### config.mk
export PLATFORM = sky130hd
export DESIGN_NAME = pi_duty_controller_with_capture_unit
export DESIGN_NICKNAME = d
export VERILOG_FILES = /design/src/rtl/pdc_pkg.sv /design/src/rtl/pi_duty_controller_with_capture_unit.sv /design/src/rtl/pdc_sequencer.sv
export VERILOG_INCLUDE_DIRS = /design/src /design/src/rtl
export SDC_FILE = /design/constraint.sdc
export NUM_CORES = 2
export LEC_CHECK = 0
export BUFFER_PORTS_ARGS = -buffer_cell sky130_fd_sc_hd__clkbuf_2
export CORE_MARGIN = 2
export CORE_UTILIZATION = 35
export DETAILED_ROUTE_END_ITERATION = 8
export PLACE_DENSITY = 0.55
export SLEW_MARGIN = 20
export SYNTH_ARGS = -nofsm -noshare
export SYNTH_HDL_FRONTEND = slang
export SYNTH_HIERARCHICAL = 1
export SYNTH_SLANG_ARGS = --single-unit
### constraint.sdc
create_clock -name clk -period 11.4 [get_ports clk]
set_input_delay 2.28 -clock clk [delete_from_list [all_inputs] [get_ports clk]]
set_output_delay 2.28 -clock clk [all_outputs]
set_load 0.02 [all_outputs]
### src/rtl/assert_macros.svh
// Assertion helpers used by the RTL.
`ifndef ASSERT_MACROS_SVH
`define ASSERT_MACROS_SVH

// Same-cycle implication, checked on every rising edge outside reset.
`define CHK_IMPL(lbl, ante, cons, msg) \
  lbl: assert property (@(posedge clk) disable iff (rst) (ante) |-> (cons)) else $error(msg);

// Next-cycle implication.
`define CHK_NEXT(lbl, ante, cons, msg) \
  lbl: assert property (@(posedge clk) disable iff (rst) (ante) |=> (cons)) else $error(msg);

`endif

### src/rtl/pdc_pkg.sv
`default_nettype none

package pdc_pkg;

  typedef struct packed {
    logic [9:0] sensor_sample;
    logic       start_capture;
  } item_t;

  typedef struct packed {
    logic [15:0] duty_compare;
    logic        capture_valid;
    logic [9:0]  capture_sample;
    logic [9:0]  capture_reference;
    logic [7:0]  capture_point;
    logic        capture_done;
  } result_t;

  typedef enum logic [2:0] {
    CFG_KP_GAIN,
    CFG_KI_GAIN,
    CFG_PWM_PERIOD,
    CFG_REF_HIGH,
    CFG_REF_LOW,
    CFG_INTEG_CLAMP
  } cfg_idx_t;

  // Operand pair fed to the shared multiplier.
  typedef enum logic [2:0] {
    MUL_NONE,
    MUL_KP_ERR,
    MUL_KI_ACC,
    MUL_V_PER,
    MUL_Y_RECIP,
    MUL_Q_HUND
  } mul_sel_t;

  typedef enum logic {
    SEQ_NEXT,     // advance to next step
    SEQ_END       // finish; hold here while the result register is full
  } seq_op_t;

  typedef struct packed {
    mul_sel_t mul;
    logic     ld_acc;   // clamp integral
    logic     ld_u;     // u = P term + feedforward
    logic     ld_v;     // v = clamp(u + I term)
    logic     ld_y;     // y = v*period >> 8
    logic     ld_q;     // q estimate of y/100
    seq_op_t  seq;
  } ucode_t;

  localparam ucode_t UC_IDLE = '{MUL_NONE, 1'b0, 1'b0, 1'b0, 1'b0, 1'b0, SEQ_NEXT};

  localparam int          STEP_W      = 3;
  localparam int          U_W         = 30;
  localparam logic signed [U_W-1:0] FEEDFWD_Q8 = 30'sd12800;
  localparam logic signed [U_W-1:0] FULL_Q8    = 30'sd25600;
  // floor(2^24 / 100); estimate is exact or one low
  localparam logic [17:0] RECIP_100   = 18'd167772;
  localparam logic [6:0]  HUNDRED     = 7'd100;

  // Control store: one word per step.
  function automatic ucode_t ucode_rom(input logic [STEP_W-1:0] step);
    ucode_t w;
    w = UC_IDLE;
    case (step)
      3'd0: begin w.ld_acc = 1'b1; w.mul = MUL_KP_ERR; end
      3'd1: begin w.ld_u = 1'b1; w.mul = MUL_KI_ACC; end
      3'd2: begin w.ld_v = 1'b1; end
      3'd3: begin w.mul = MUL_V_PER; end
      3'd4: begin w.ld_y = 1'b1; w.mul = MUL_Y_RECIP; end
      3'd5: begin w.ld_q = 1'b1; w.mul = MUL_Q_HUND; end
      3'd6: begin w.seq = SEQ_END; end
      default: begin w = UC_IDLE; end
    endcase
    return w;
  endfunction

endpackage

`default_nettype wire

### src/rtl/pi_duty_controller_with_capture_unit.sv
// PI duty controller with decimated capture.
// item channel (item_valid/item_ready/item): one control tick per transaction,
//   carrying the sensor sample and a capture start flag.
// result channel (result_valid/result_ready/result): one transaction per tick
//   with the PWM compare value and an optional capture point.
// cfg channel (cfg_valid/cfg_ready/cfg_index/cfg_data): register writes,
//   ready whenever reset is low; indexes beyond the last register are dropped.
// A microcoded program runs the gain, scaling and reciprocal products through
//   one 24x24 multiplier, at most one product per step, and writes the result
//   to the output register at its final step; item_ready stays low while the
//   program runs, so a new item is not taken until the program finishes.
// The next item can be accepted while a result waits in the output register.
// If the receiver stalls, the final step holds the program until the output
//   register frees up; item_ready stays low meanwhile.
// Reset (synchronous, rst high) restores register defaults, clears the
//   waveform position, integral and capture state, and drops any result.
`default_nettype none
`include "assert_macros.svh"

module pi_duty_controller_with_capture_unit
  import pdc_pkg::*;
#(
  parameter int WAVE_LEN       = 1000,
  parameter int CAPTURE_POINTS = 200,
  parameter int DECIMATE       = 10
) (
  input  wire logic        clk,
  input  wire logic        rst,
  input  wire logic        item_valid,
  output logic             item_ready,
  input  wire item_t       item,
  output logic             result_valid,
  input  wire logic        result_ready,
  output result_t          result,
  input  wire logic        cfg_valid,
  output logic             cfg_ready,
  input  wire logic [2:0]  cfg_index,
  input  wire logic [15:0] cfg_data
);

  localparam logic [10:0] WAVE_END  = 11'(WAVE_LEN);
  localparam logic [10:0] WAVE_HALF = 11'(WAVE_LEN / 2);
  localparam logic [7:0]  CAP_PTS   = 8'(CAPTURE_POINTS);
  localparam logic [3:0]  DEC_CNT   = 4'(DECIMATE);

  // configuration registers
  logic signed [15:0] kp_gain;
  logic signed [15:0] ki_gain;
  logic [15:0]        pwm_period;
  logic [9:0]         ref_high;
  logic [9:0]         ref_low;
  logic [8:0]         integ_clamp;

  // architectural state
  logic [9:0]         wave_position;
  logic signed [9:0]  error_integral;
  logic               capturing;
  logic [3:0]         decimate_count;
  logic [7:0]         point_count;

  // per-tick datapath registers
  logic [9:0]         sample_r;
  logic               start_r;
  logic [9:0]         ref_r;
  logic signed [10:0] err_r;
  logic signed [9:0]  acc_r;
  logic signed [U_W-1:0] u;
  logic [14:0]        v;
  logic [22:0]        y;
  logic [16:0]        q;
  logic signed [47:0] p;

  logic   busy;
  ucode_t ctl;
  logic   launch;
  logic   out_full;
  logic   commit;

  assign cfg_ready  = !rst;
  assign item_ready = !busy && !rst;
  assign launch     = item_valid && item_ready;
  assign out_full   = result_valid && !result_ready;
  assign commit     = busy && (ctl.seq == SEQ_END) && !out_full;

  pdc_sequencer u_seq (
    .clk      (clk),
    .rst      (rst),
    .launch   (launch),
    .out_full (out_full),
    .busy     (busy),
    .ctl      (ctl)
  );

  // Configuration writes.
  always_ff @(posedge clk) begin
    if (rst) begin
      kp_gain     <= 16'sd0;
      ki_gain     <= 16'sd0;
      pwm_period  <= 16'd2399;
      ref_high    <= 10'd766;
      ref_low     <= 10'd256;
      integ_clamp <= 9'd400;
    end else if (cfg_valid && cfg_ready) begin
      case (cfg_idx_t'(cfg_index))
        CFG_KP_GAIN:     kp_gain     <= cfg_data;
        CFG_KI_GAIN:     ki_gain     <= cfg_data;
        CFG_PWM_PERIOD:  pwm_period  <= cfg_data;
        CFG_REF_HIGH:    ref_high    <= cfg_data[9:0];
        CFG_REF_LOW:     ref_low     <= cfg_data[9:0];
        CFG_INTEG_CLAMP: integ_clamp <= cfg_data[8:0];
        default: ;
      endcase
    end
  end

  // Square-wave reference: high level in the first half of the period.
  logic [9:0]         ref_sel;
  logic signed [10:0] err_in;

  assign ref_sel = ({1'b0, wave_position} < WAVE_HALF) ? ref_high : ref_low;
  assign err_in  = $signed({1'b0, ref_sel}) - $signed({1'b0, item.sensor_sample});

  // Integral accumulate and symmetric clamp.
  logic signed [11:0] isum;
  logic signed [11:0] lim_pos;
  logic signed [11:0] lim_neg;
  logic signed [9:0]  acc_clamped;

  always_comb begin
    isum    = {{2{error_integral[9]}}, error_integral} + {err_r[10], err_r};
    lim_pos = $signed({3'b000, integ_clamp});
    lim_neg = 12'sd0 - lim_pos;
    if (isum > lim_pos) begin
      acc_clamped = lim_pos[9:0];
    end else if (isum < lim_neg) begin
      acc_clamped = lim_neg[9:0];
    end else begin
      acc_clamped = isum[9:0];
    end
  end

  // PI sum with feedforward, clamped to 0..100% (Q.8).
  logic signed [U_W-1:0] usum;
  logic [14:0]           v_clamped;

  always_comb begin
    usum = u + p[U_W-1:0];
    if (usum > FULL_Q8) begin
      v_clamped = FULL_Q8[14:0];
    end else if (usum < 0) begin
      v_clamped = '0;
    end else begin
      v_clamped = usum[14:0];
    end
  end

  // Shared multiplier operand select.
  logic signed [23:0] mul_a;
  logic signed [23:0] mul_b;

  always_comb begin
    case (ctl.mul)
      MUL_KP_ERR: begin
        mul_a = {{8{kp_gain[15]}}, kp_gain};
        mul_b = {{13{err_r[10]}}, err_r};
      end
      MUL_KI_ACC: begin
        mul_a = {{8{ki_gain[15]}}, ki_gain};
        mul_b = {{14{acc_r[9]}}, acc_r};
      end
      MUL_V_PER: begin
        mul_a = {9'd0, v};
        mul_b = {8'd0, pwm_period};
      end
      MUL_Y_RECIP: begin
        mul_a = {1'b0, p[30:8]};
        mul_b = {6'd0, RECIP_100};
      end
      MUL_Q_HUND: begin
        mul_a = {7'd0, p[40:24]};
        mul_b = {17'd0, HUNDRED};
      end
      default: begin
        mul_a = '0;
        mul_b = '0;
      end
    endcase
  end

  // Datapath registers.
  always_ff @(posedge clk) begin
    if (launch) begin
      sample_r <= item.sensor_sample;
      start_r  <= item.start_capture;
      ref_r    <= ref_sel;
      err_r    <= err_in;
    end
    if (ctl.mul != MUL_NONE) begin
      p <= mul_a * mul_b;
    end
    if (ctl.ld_acc) begin
      acc_r <= acc_clamped;
    end
    if (ctl.ld_u) begin
      u <= p[U_W-1:0] + FEEDFWD_Q8;
    end
    if (ctl.ld_v) begin
      v <= v_clamped;
    end
    if (ctl.ld_y) begin
      y <= p[30:8];
    end
    if (ctl.ld_q) begin
      q <= p[40:24];
    end
  end

  // Quotient fix-up: estimate of y/100 is exact or one low.
  logic [23:0] rem;
  logic [16:0] q_fix;

  assign rem   = {1'b0, y} - p[23:0];
  assign q_fix = q + 17'(rem >= 24'(HUNDRED));

  // Capture and waveform bookkeeping, applied when the result is written.
  logic        cap_on;
  logic [3:0]  dec_inc;
  logic [3:0]  decimate_count_next;
  logic [7:0]  point_count_next;
  logic        capturing_next;
  logic        cap_valid;
  logic        cap_done;
  logic [7:0]  cap_idx;
  logic [10:0] wave_inc;
  logic [9:0]  wave_position_next;

  always_comb begin
    cap_on              = capturing || start_r;
    dec_inc             = decimate_count + 4'd1;
    decimate_count_next = decimate_count;
    point_count_next    = point_count;
    capturing_next      = cap_on;
    cap_valid           = 1'b0;
    cap_done            = 1'b0;
    cap_idx             = '0;
    if (cap_on) begin
      decimate_count_next = dec_inc;
      if (dec_inc >= DEC_CNT) begin
        decimate_count_next = '0;
        cap_valid           = 1'b1;
        cap_idx             = point_count;
        point_count_next    = point_count + 8'd1;
      end
      if (point_count_next >= CAP_PTS) begin
        point_count_next = '0;
        capturing_next   = 1'b0;
        cap_done         = cap_valid;
      end
    end
    wave_inc = {1'b0, wave_position} + 11'd1;
    wave_position_next = (wave_inc >= WAVE_END) ? 10'd0 : wave_inc[9:0];
  end

  always_ff @(posedge clk) begin
    if (rst) begin
      wave_position  <= '0;
      error_integral <= '0;
      capturing      <= 1'b0;
      decimate_count <= '0;
      point_count    <= '0;
    end else if (commit) begin
      wave_position  <= wave_position_next;
      error_integral <= acc_r;
      capturing      <= capturing_next;
      decimate_count <= decimate_count_next;
      point_count    <= point_count_next;
    end
  end

  // Output register.
  always_ff @(posedge clk) begin
    if (rst) begin
      result_valid <= 1'b0;
    end else if (commit) begin
      result_valid <= 1'b1;
    end else if (result_ready) begin
      result_valid <= 1'b0;
    end
  end

  always_ff @(posedge clk) begin
    if (commit) begin
      result.duty_compare      <= q_fix[15:0];
      result.capture_valid     <= cap_valid;
      result.capture_sample    <= cap_valid ? sample_r : 10'd0;
      result.capture_reference <= cap_valid ? ref_r : 10'd0;
      result.capture_point     <= cap_idx;
      result.capture_done      <= cap_done;
    end
  end

  // Checks.
  `CHK_NEXT(a_accept_starts, launch, busy, "accepted transaction did not start the program")
  `CHK_IMPL(a_wave_range, 1'b1, ({1'b0, wave_position} < WAVE_END), "wave position out of range")
  `CHK_IMPL(a_dec_range, 1'b1, (decimate_count < DEC_CNT), "decimation count out of range")
  `CHK_IMPL(a_done_last, (result_valid && result.capture_done), (result.capture_valid && (result.capture_point == CAP_PTS - 8'd1)), "capture done not on last point")

endmodule

`default_nettype wire

### src/rtl/pdc_sequencer.sv
`default_nettype none

module pdc_sequencer
  import pdc_pkg::*;
(
  input  wire logic   clk,
  input  wire logic   rst,
  input  wire logic   launch,     // transaction accepted, start program
  input  wire logic   out_full,   // result register cannot take a word
  output logic        busy,
  output ucode_t      ctl
);

  logic [STEP_W-1:0] step;

  always_comb begin
    ctl = busy ? ucode_rom(step) : UC_IDLE;
  end

  always_ff @(posedge clk) begin
    if (rst) begin
      busy <= 1'b0;
      step <= '0;
    end else if (launch) begin
      busy <= 1'b1;
      step <= '0;
    end else if (busy) begin
      case (ctl.seq)
        SEQ_END: begin
          if (!out_full) begin
            busy <= 1'b0;
          end
        end
        SEQ_NEXT: begin
          step <= step + STEP_W'(1);
        end
        default: begin
          busy <= 1'b0;
        end
      endcase
    end
  end

endmodule

`default_nettype wire
## After elaboration in Yosys (flattened, before gate mapping)

Index checks and enable logic that the tools add are counted.
Widths: inputs -> output; s select.

| operators by class | value |
|---|---|
| add/subtract/negate cells | 11 |
| multiply operators | 1 |
| magnitude comparators | 9 |
| equality and inequality tests | 16 |
| mux-type cells | 29 |
| bitwise operators | 1 |
| reduce and logical (&&, ||, !) cells | 27 |

Operator list:

| kind | count |
|---|---|
| $pmux 24 s5 | 2 |
| $mul 24x24->41 | 1 |
| $add 30x14->30 const B | 1 |
| $add 30x30->30 | 1 |
| $gt 30x16->1 const B | 1 |
| $lt 30x1->1 const B | 1 |
| $mux 10 | 3 |
| $ge 24x7->1 const B | 1 |
| $mux 8 | 3 |
| $sub 23x24->24 | 1 |
| $eq 3x3->1 const B | 7 |
| $reduce_and 2->1 | 10 |
| $eq 3x2->1 const B | 6 |
| $mux 9 | 2 |
| $add 16x1->16 | 1 |
| $mux 1 | 16 |
| $mux 15 | 1 |
| $pmux 3 s5 | 1 |
| $add 10x11->12 | 1 |
| $gt 12x10->1 | 1 |
| $lt 12x10->1 | 1 |
| $add 10x1->11 const B | 1 |
| $ge 11x10->1 const B | 1 |
| $sub 10x10->11 | 1 |
| other kinds (17) | 29 |

| word-level totals | value |
|---|---|
| register bits after elaboration | 328 |
| input bits | 35 |
| output and inout port bits | 49 |
| word-level logic and storage cells | 126 |

## Logic depth before layout (Yosys ltp)

| depth | value |
|---|---|
| word-level depth | 7 |
| gate-level depth with buffers | 42 |
| mapped depth without buffers | 38 |

## Cells and area by module

Netlist, hierarchy kept.

By module, submodules not included:

| module | instances | cells an instance | area each (µm²) | seq. area each (µm²) |
|---|---|---|---|---|
| pi_duty_controller_with_capture_unit | 1 | 3753 | 35417.7 | 8618.3 |
| pdc_sequencer | 1 | 40 | 352.8 | 80.1 |

## Least setup slack after synthesis

OpenSTA, ideal clock, no wires.

| timing | value |
|---|---|
| path kind | register to register |
| from | reg u_seq.busy |
| to | reg p[40] (data pin) |
| setup time | 0.260 ns |
| arrival | 8.910 ns |
| data required time | 11.140 ns |
| path slack | 2.230 ns |
| stages on the path, launching flop included | 36 |
| path buffers | 3 |
| period minus slack after synthesis | 9.170 ns |
| cell sequence | dfxtp_1 buf_2 nor2b_4 and2_4 a21o_1 buf_1 clkbuf_1 mux2i_1 o22ai_1 a221oi_1 nor3_1 inv_1 fa_1 inv_1 fa_1 inv_1 fa_1 inv_1 fa_1 fa_1 fa_1 inv_1 fa_1 inv_1 ha_1 nand4_1 inv_1 a221oi_1 o21ai_1 a21oi_1 a21oi_1 a2111oi_0 nor2_1 o21a_1 nor2_1 xnor2_1 |

RTL lines:

| element | RTL line | RTL |
|---|---|---|
| start: declaration | pdc_sequencer.sv:10 | `output logic busy,` |
| start signal: assignment | pdc_sequencer.sv:22 | `busy <= 1'b0;` |
| start signal: assignment | pdc_sequencer.sv:25 | `busy <= 1'b1;` |
| start signal: assignment | pdc_sequencer.sv:31 | `busy <= 1'b0;` |
| end signal: assignment | pi_duty_controller_with_capture_unit.sv:199 | `p <= mul_a * mul_b;` |
| end: declaration | pi_duty_controller_with_capture_unit.sv:71 | `logic signed [47:0] p;` |

==> metrics.txt <==
# TYPE chip_impl_metric gauge
chip_impl_info{name="critical_path.reg2reg.startpoint",value="u_seq/step[2]$_SDFFE_PP0P_"} 1
chip_impl_metric{name="area_share_of_fa_ha_maj_cells_after_synthesis",unit=""} 0.3774
chip_impl_metric{name="netlist_area",unit="sq um"} 35770
chip_impl_metric{name="timing.reg2reg.setup_slack",unit="ns"} 0.75
chip_impl_info{name="ys_top_cells_by_count",value="731 x sky130_fd_sc_hd__inv_1, 525 x sky130_fd_sc_hd__fa_1, 449 x sky130_fd_sc_hd__nand2_1"} 1
chip_impl_metric{name="r2r_cells",unit=""} 33
chip_impl_metric{name="clock_tree.htree_level_count",unit=""} 2
chip_impl_info{name="main_combinational_cell_family_by_area_after_synthesis",value="adder cells"} 1
chip_impl_metric{name="setup-violations-final",unit=""} 0
chip_impl_metric{name="grt.met3_usage",unit=""} 0.03128
chip_impl_info{name="grt_setup_unrepaired",value="no"} 1
chip_impl_metric{name="hold_slack",unit="ns"} 0.4562
chip_impl_metric{name="dieArea",unit="sq um"} 104800
chip_impl_metric{name="finalPower",unit="mW"} 3.015
chip_impl_metric{name="placement_rows",unit=""} 117
chip_impl_metric{name="synth_edf_count",unit=""} 213
chip_impl_metric{name="layout_worst_path_cycle_share",unit=""} 0.9340
chip_impl_metric{name="fmaxAchievable",unit="GHz"} 0.09392
chip_impl_info{name="hold_path.startpoint",value="kp_gain[15]$_SDFFE_PP0P_"} 1
chip_impl_metric{name="dp_hpwl",unit="um"} 88490
chip_impl_metric{name="final_period_minus_worst_setup_slack",unit="ns"} 10.65
chip_impl_metric{name="synth_sequential_area_ratio",unit=""} 0.2432
chip_impl_metric{name="drt_pass1_iterations",unit=""} 5
chip_impl_metric{name="post_synth.cell_area_avg",unit="sq um"} 9.431
chip_impl_metric{name="floorplan.initialDensity",unit=""} 0.3521
chip_impl_metric{name="fin_tns_setup",unit="ns"} 0
chip_impl_metric{name="power.density_cell_area",unit="nW/um^2"} 76.08
chip_impl_info{name="status",value="complete, no violations"} 1
chip_impl_info{name="setup.worst_path.start_class",value="flip-flop"} 1
chip_impl_metric{name="synth_compound_area_frac",unit=""} 0.09290
chip_impl_metric{name="critical-path-max-stage-delay",unit="ns"} 0.83
chip_impl_metric{name="layout.cells.non_filler",unit=""} 5301
chip_impl_metric{name="cellLeakagePower",unit="nW"} 18.15
chip_impl_metric{name="setup_ws",unit="ns"} 0.7522
chip_impl_metric{name="synth_top_area_frac",unit=""} 0.2938
chip_impl_metric{name="die_height",unit="um"} 323.7
chip_impl_info{name="ys_top_cells_by_area",value="sky130_fd_sc_hd__fa_1 29%, sky130_fd_sc_hd__edfxtp_1 18%, sky130_fd_sc_hd__ha_1 8.4%"} 1
chip_impl_metric{name="final_max_slew_viol_count",unit=""} 0
chip_impl_metric{name="drt_wl_total",unit="um"} 107800
chip_impl_metric{name="timing.critical_path.arrival",unit="ns"} 10.95
chip_impl_metric{name="grtUsageTotal",unit=""} 0.2106
chip_impl_metric{name="yosysWarningCount",unit=""} 6
chip_impl_info{name="busiest_layer_in_global_routing",value="met2"} 1
chip_impl_metric{name="synth_cell_type_count",unit=""} 90
chip_impl_metric{name="clock_insertion_delay_at_the_later_pin_of_the_skew_report",unit="ns"} 0.59
chip_impl_metric{name="design.core.area",unit="sq um"} 101600
chip_impl_metric{name="gp_routability_congestion",unit=""} 1.019
chip_impl_metric{name="holdBufCountCts",unit=""} 0
chip_impl_metric{name="synth_mux_area_frac",unit=""} 0.02424
chip_impl_info{name="cts-root-buf",value="sky130_fd_sc_hd__clkbuf_16"} 1
chip_impl_metric{name="num_vias",unit=""} 26706
chip_impl_metric{name="synth.net_count",unit=""} 4592
chip_impl_metric{name="total_clock_buffers_created_by_cts",unit=""} 39
chip_impl_metric{name="num_antenna_cells",unit=""} 0
chip_impl_metric{name="remaining_drc_errors",unit=""} 0
chip_impl_metric{name="largest_buffer_count_on_any_clock_path",unit=""} 3
chip_impl_info{name="crit-reg2reg-capture",value="p[40]$_DFFE_PP_"} 1
chip_impl_metric{name="crit_required",unit="ns"} 11.70
chip_impl_metric{name="slew_headroom",unit=""} 0.2820
chip_impl_metric{name="critPathMaxFanout",unit=""} 16
chip_impl_metric{name="wl_per_cell",unit="um"} 20.33
chip_impl_metric{name="hold_violations",unit=""} 0
chip_impl_metric{name="async_reset_ff_frac",unit=""} 0
chip_impl_metric{name="dpl.cell_count",unit=""} 5229
chip_impl_metric{name="cap_violations",unit=""} 0
chip_impl_metric{name="clk_pin_slew_worst_paths",unit="ns"} 0.06
chip_impl_metric{name="place_ws",unit="ns"} 0.9104
chip_impl_metric{name="postSynthRegisterBits",unit=""} 328
chip_impl_metric{name="area_delta_synth_final",unit="%"} 10.79
chip_impl_info{name="tritoncts_clock_tree",value="built"} 1
chip_impl_metric{name="grt_pass1_vias",unit=""} 27428
chip_impl_metric{name="vdd_ir_drop_max",unit="mV"} 0.09929
chip_impl_metric{name="drt-initial-drc-count",unit=""} 2196
chip_impl_metric{name="globalRouteMet2Util",unit=""} 0.3539
chip_impl_info{name="hold_path.class",value="reg -> reg"} 1
chip_impl_metric{name="drive_above_1_share",unit=""} 0.07933
chip_impl_info{name="synth_area_leader_cell",value="sky130_fd_sc_hd__fa_1"} 1
chip_impl_metric{name="global_route.usage.met1",unit=""} 0.2779
chip_impl_info{name="cp-end-kind",value="flip-flop"} 1
chip_impl_metric{name="post_synth_xor_area_fraction",unit=""} 0.03575
chip_impl_metric{name="grt_first_pass_wirelength",unit="um"} 166000
chip_impl_metric{name="worstHoldPathCells",unit=""} 2
chip_impl_info{name="synth_most_common_cell",value="sky130_fd_sc_hd__inv_1"} 1
chip_impl_info{name="critical_path.slowest_cell",value="sky130_fd_sc_hd__nor2b_1"} 1
chip_impl_metric{name="post_cts_buffers",unit=""} 0
chip_impl_metric{name="clock_skew_after_layout",unit="ns"} 0.04138
chip_impl_info{name="critical_path.most_common_cell",value="sky130_fd_sc_hd__fa_1"} 1
chip_impl_metric{name="cts-resized-gates",unit=""} 0
chip_impl_metric{name="io_pins",unit=""} 84
chip_impl_metric{name="grt_antenna_before_repair",unit=""} 5
chip_impl_metric{name="grt_start_max_net_pins",unit=""} 68
chip_impl_metric{name="die_w",unit="um"} 323.7
chip_impl_metric{name="synthesis.instances",unit=""} 3793
chip_impl_info{name="hold-path-endpoint",value="kp_gain[15]$_SDFFE_PP0P_"} 1
chip_impl_metric{name="antenna_violating_nets_post_route",unit=""} 0
chip_impl_info{name="dominantRegCellSynth",value="sky130_fd_sc_hd__edfxtp_1"} 1
chip_impl_metric{name="global_route.overflow_total",unit=""} 0
chip_impl_metric{name="simple_logic_cell_fraction_of_the_synthesized_area",unit=""} 0.1372
chip_impl_metric{name="clock_sink_count",unit=""} 328
chip_impl_metric{name="tightestPinTransition",unit="ns"} 1.069
chip_impl_info{name="critPathKind",value="reg -> reg"} 1
chip_impl_metric{name="portBuffers",unit=""} 83
chip_impl_metric{name="num-nets-final",unit=""} 4701
chip_impl_metric{name="drt-vias-per-instance",unit=""} 5.038
metrics by stage:
step,utilization,cell area [sq um]
5_1_grt,0.3901,39630
6_report,0.3901,39630
2_1_floorplan,-,35770
3_5_place_dp,0.3761,38210
4_1_cts,0.3901,39630
3_3_place_gp,0.3760,38200
registers in the layout (all words and copies together), names as in the netlist, 11 cells and up:
signal and count:
result 46, v 15, kp_gain 16, u 30, ki_gain 16, p 41, err_r 11, pwm_period 16
y 23, q 16
cells by family after synthesis:
group,after synthesis
adder cells (fa/ha/maj),764
multiplexers,84
AND/OR/NAND/NOR,1114
AO/OA/AOI/OAI,514
XOR/XNOR,146
buffers and inverters,843
flip-flops,328
layout by cell type, fill, tap and decap left out, drive strengths merged, types with 7 or more instances in the layout:
master / instances
inv: 736
fa: 525
nand2: 450
nor2: 348
ha: 239
edfxtp: 213
a21oi: 170
clkbuf: 131
o21ai: 116
dfxtp: 115
xnor2: 100
buf: 98
nand3: 64
mux2i: 63
nor3: 55
a21o: 48
xor2: 46
and2: 45
and3: 35
nand2b: 30
o21a: 23
mux2: 21
nand4: 21
a22oi: 19
nor2b: 19
a211oi: 18
nor3b: 17
o211ai: 13
a31oi: 12
a221oi: 11
clkinv: 11
a221o: 10
o21bai: 9
o22ai: 7
a2111oi: 7
or2: 7
per-layer routing:
metal	part of all wire	wire length, um
met4	0.034	3707
met1	0.43	46330
met5	0	0
met3	0.058	6278
met2	0.48	51480
worst max-delay path, delay by kind of cell (launching register included):
family                     cells  cell delay [ns]
adders and majority gates      9             4.28
DFF                            1             0.56
buffers and inverters          7             0.93
AOI/OAI and AO/OA             10             2.58
xor gates and xnor gates       1             0.08
and+or+nand+nor                6             1.94
worst max path at each step:
| stage | start | end | slack (ns) |
|---|---|---|---|
| 2_1_floorplan | u_seq/busy$_SDFF_PP0_ | p[40]$_DFFE_PP_ | 2.23 |
| 3_3_place_gp | u_seq/step[2]$_SDFFE_PP0P_ | p[39]$_DFFE_PP_ | 0.77 |
| 3_5_place_dp | u_seq/step[2]$_SDFFE_PP0P_ | p[40]$_DFFE_PP_ | 0.91 |
| 4_1_cts | u_seq/step[2]$_SDFFE_PP0P_ | p[40]$_DFFE_PP_ | 0.89 |
| 5_1_grt | u_seq/step[2]$_SDFFE_PP0P_ | p[39]$_DFFE_PP_ | 0.07 |
| 6_report | u_seq/step[2]$_SDFFE_PP0P_ | p[40]$_DFFE_PP_ | 0.75 |
where the power goes:
| part | total [mW] | switching (mW) | internal, mW | leakage, nW |
|---|---|---|---|---|
| registers | 1.32 | 0.0335 | 1.29 | 2.93 |
| logic | 0.318 | 0.211 | 0.107 | 14.5 |
| clock network | 1.38 | 0.543 | 0.833 | 0.697 |
area by class of cell:
cell class	instances	area [sq um]
clock buffer	49	1100
clock inverter	23	326.6
fill	10277	61960
inverter	731	2744
multi-input combinational	2622	23910
sequential	328	8698
tap	1368	1712
timing repair buffer	180	1146
Note: power is estimated with default switching activity, not from simulation.
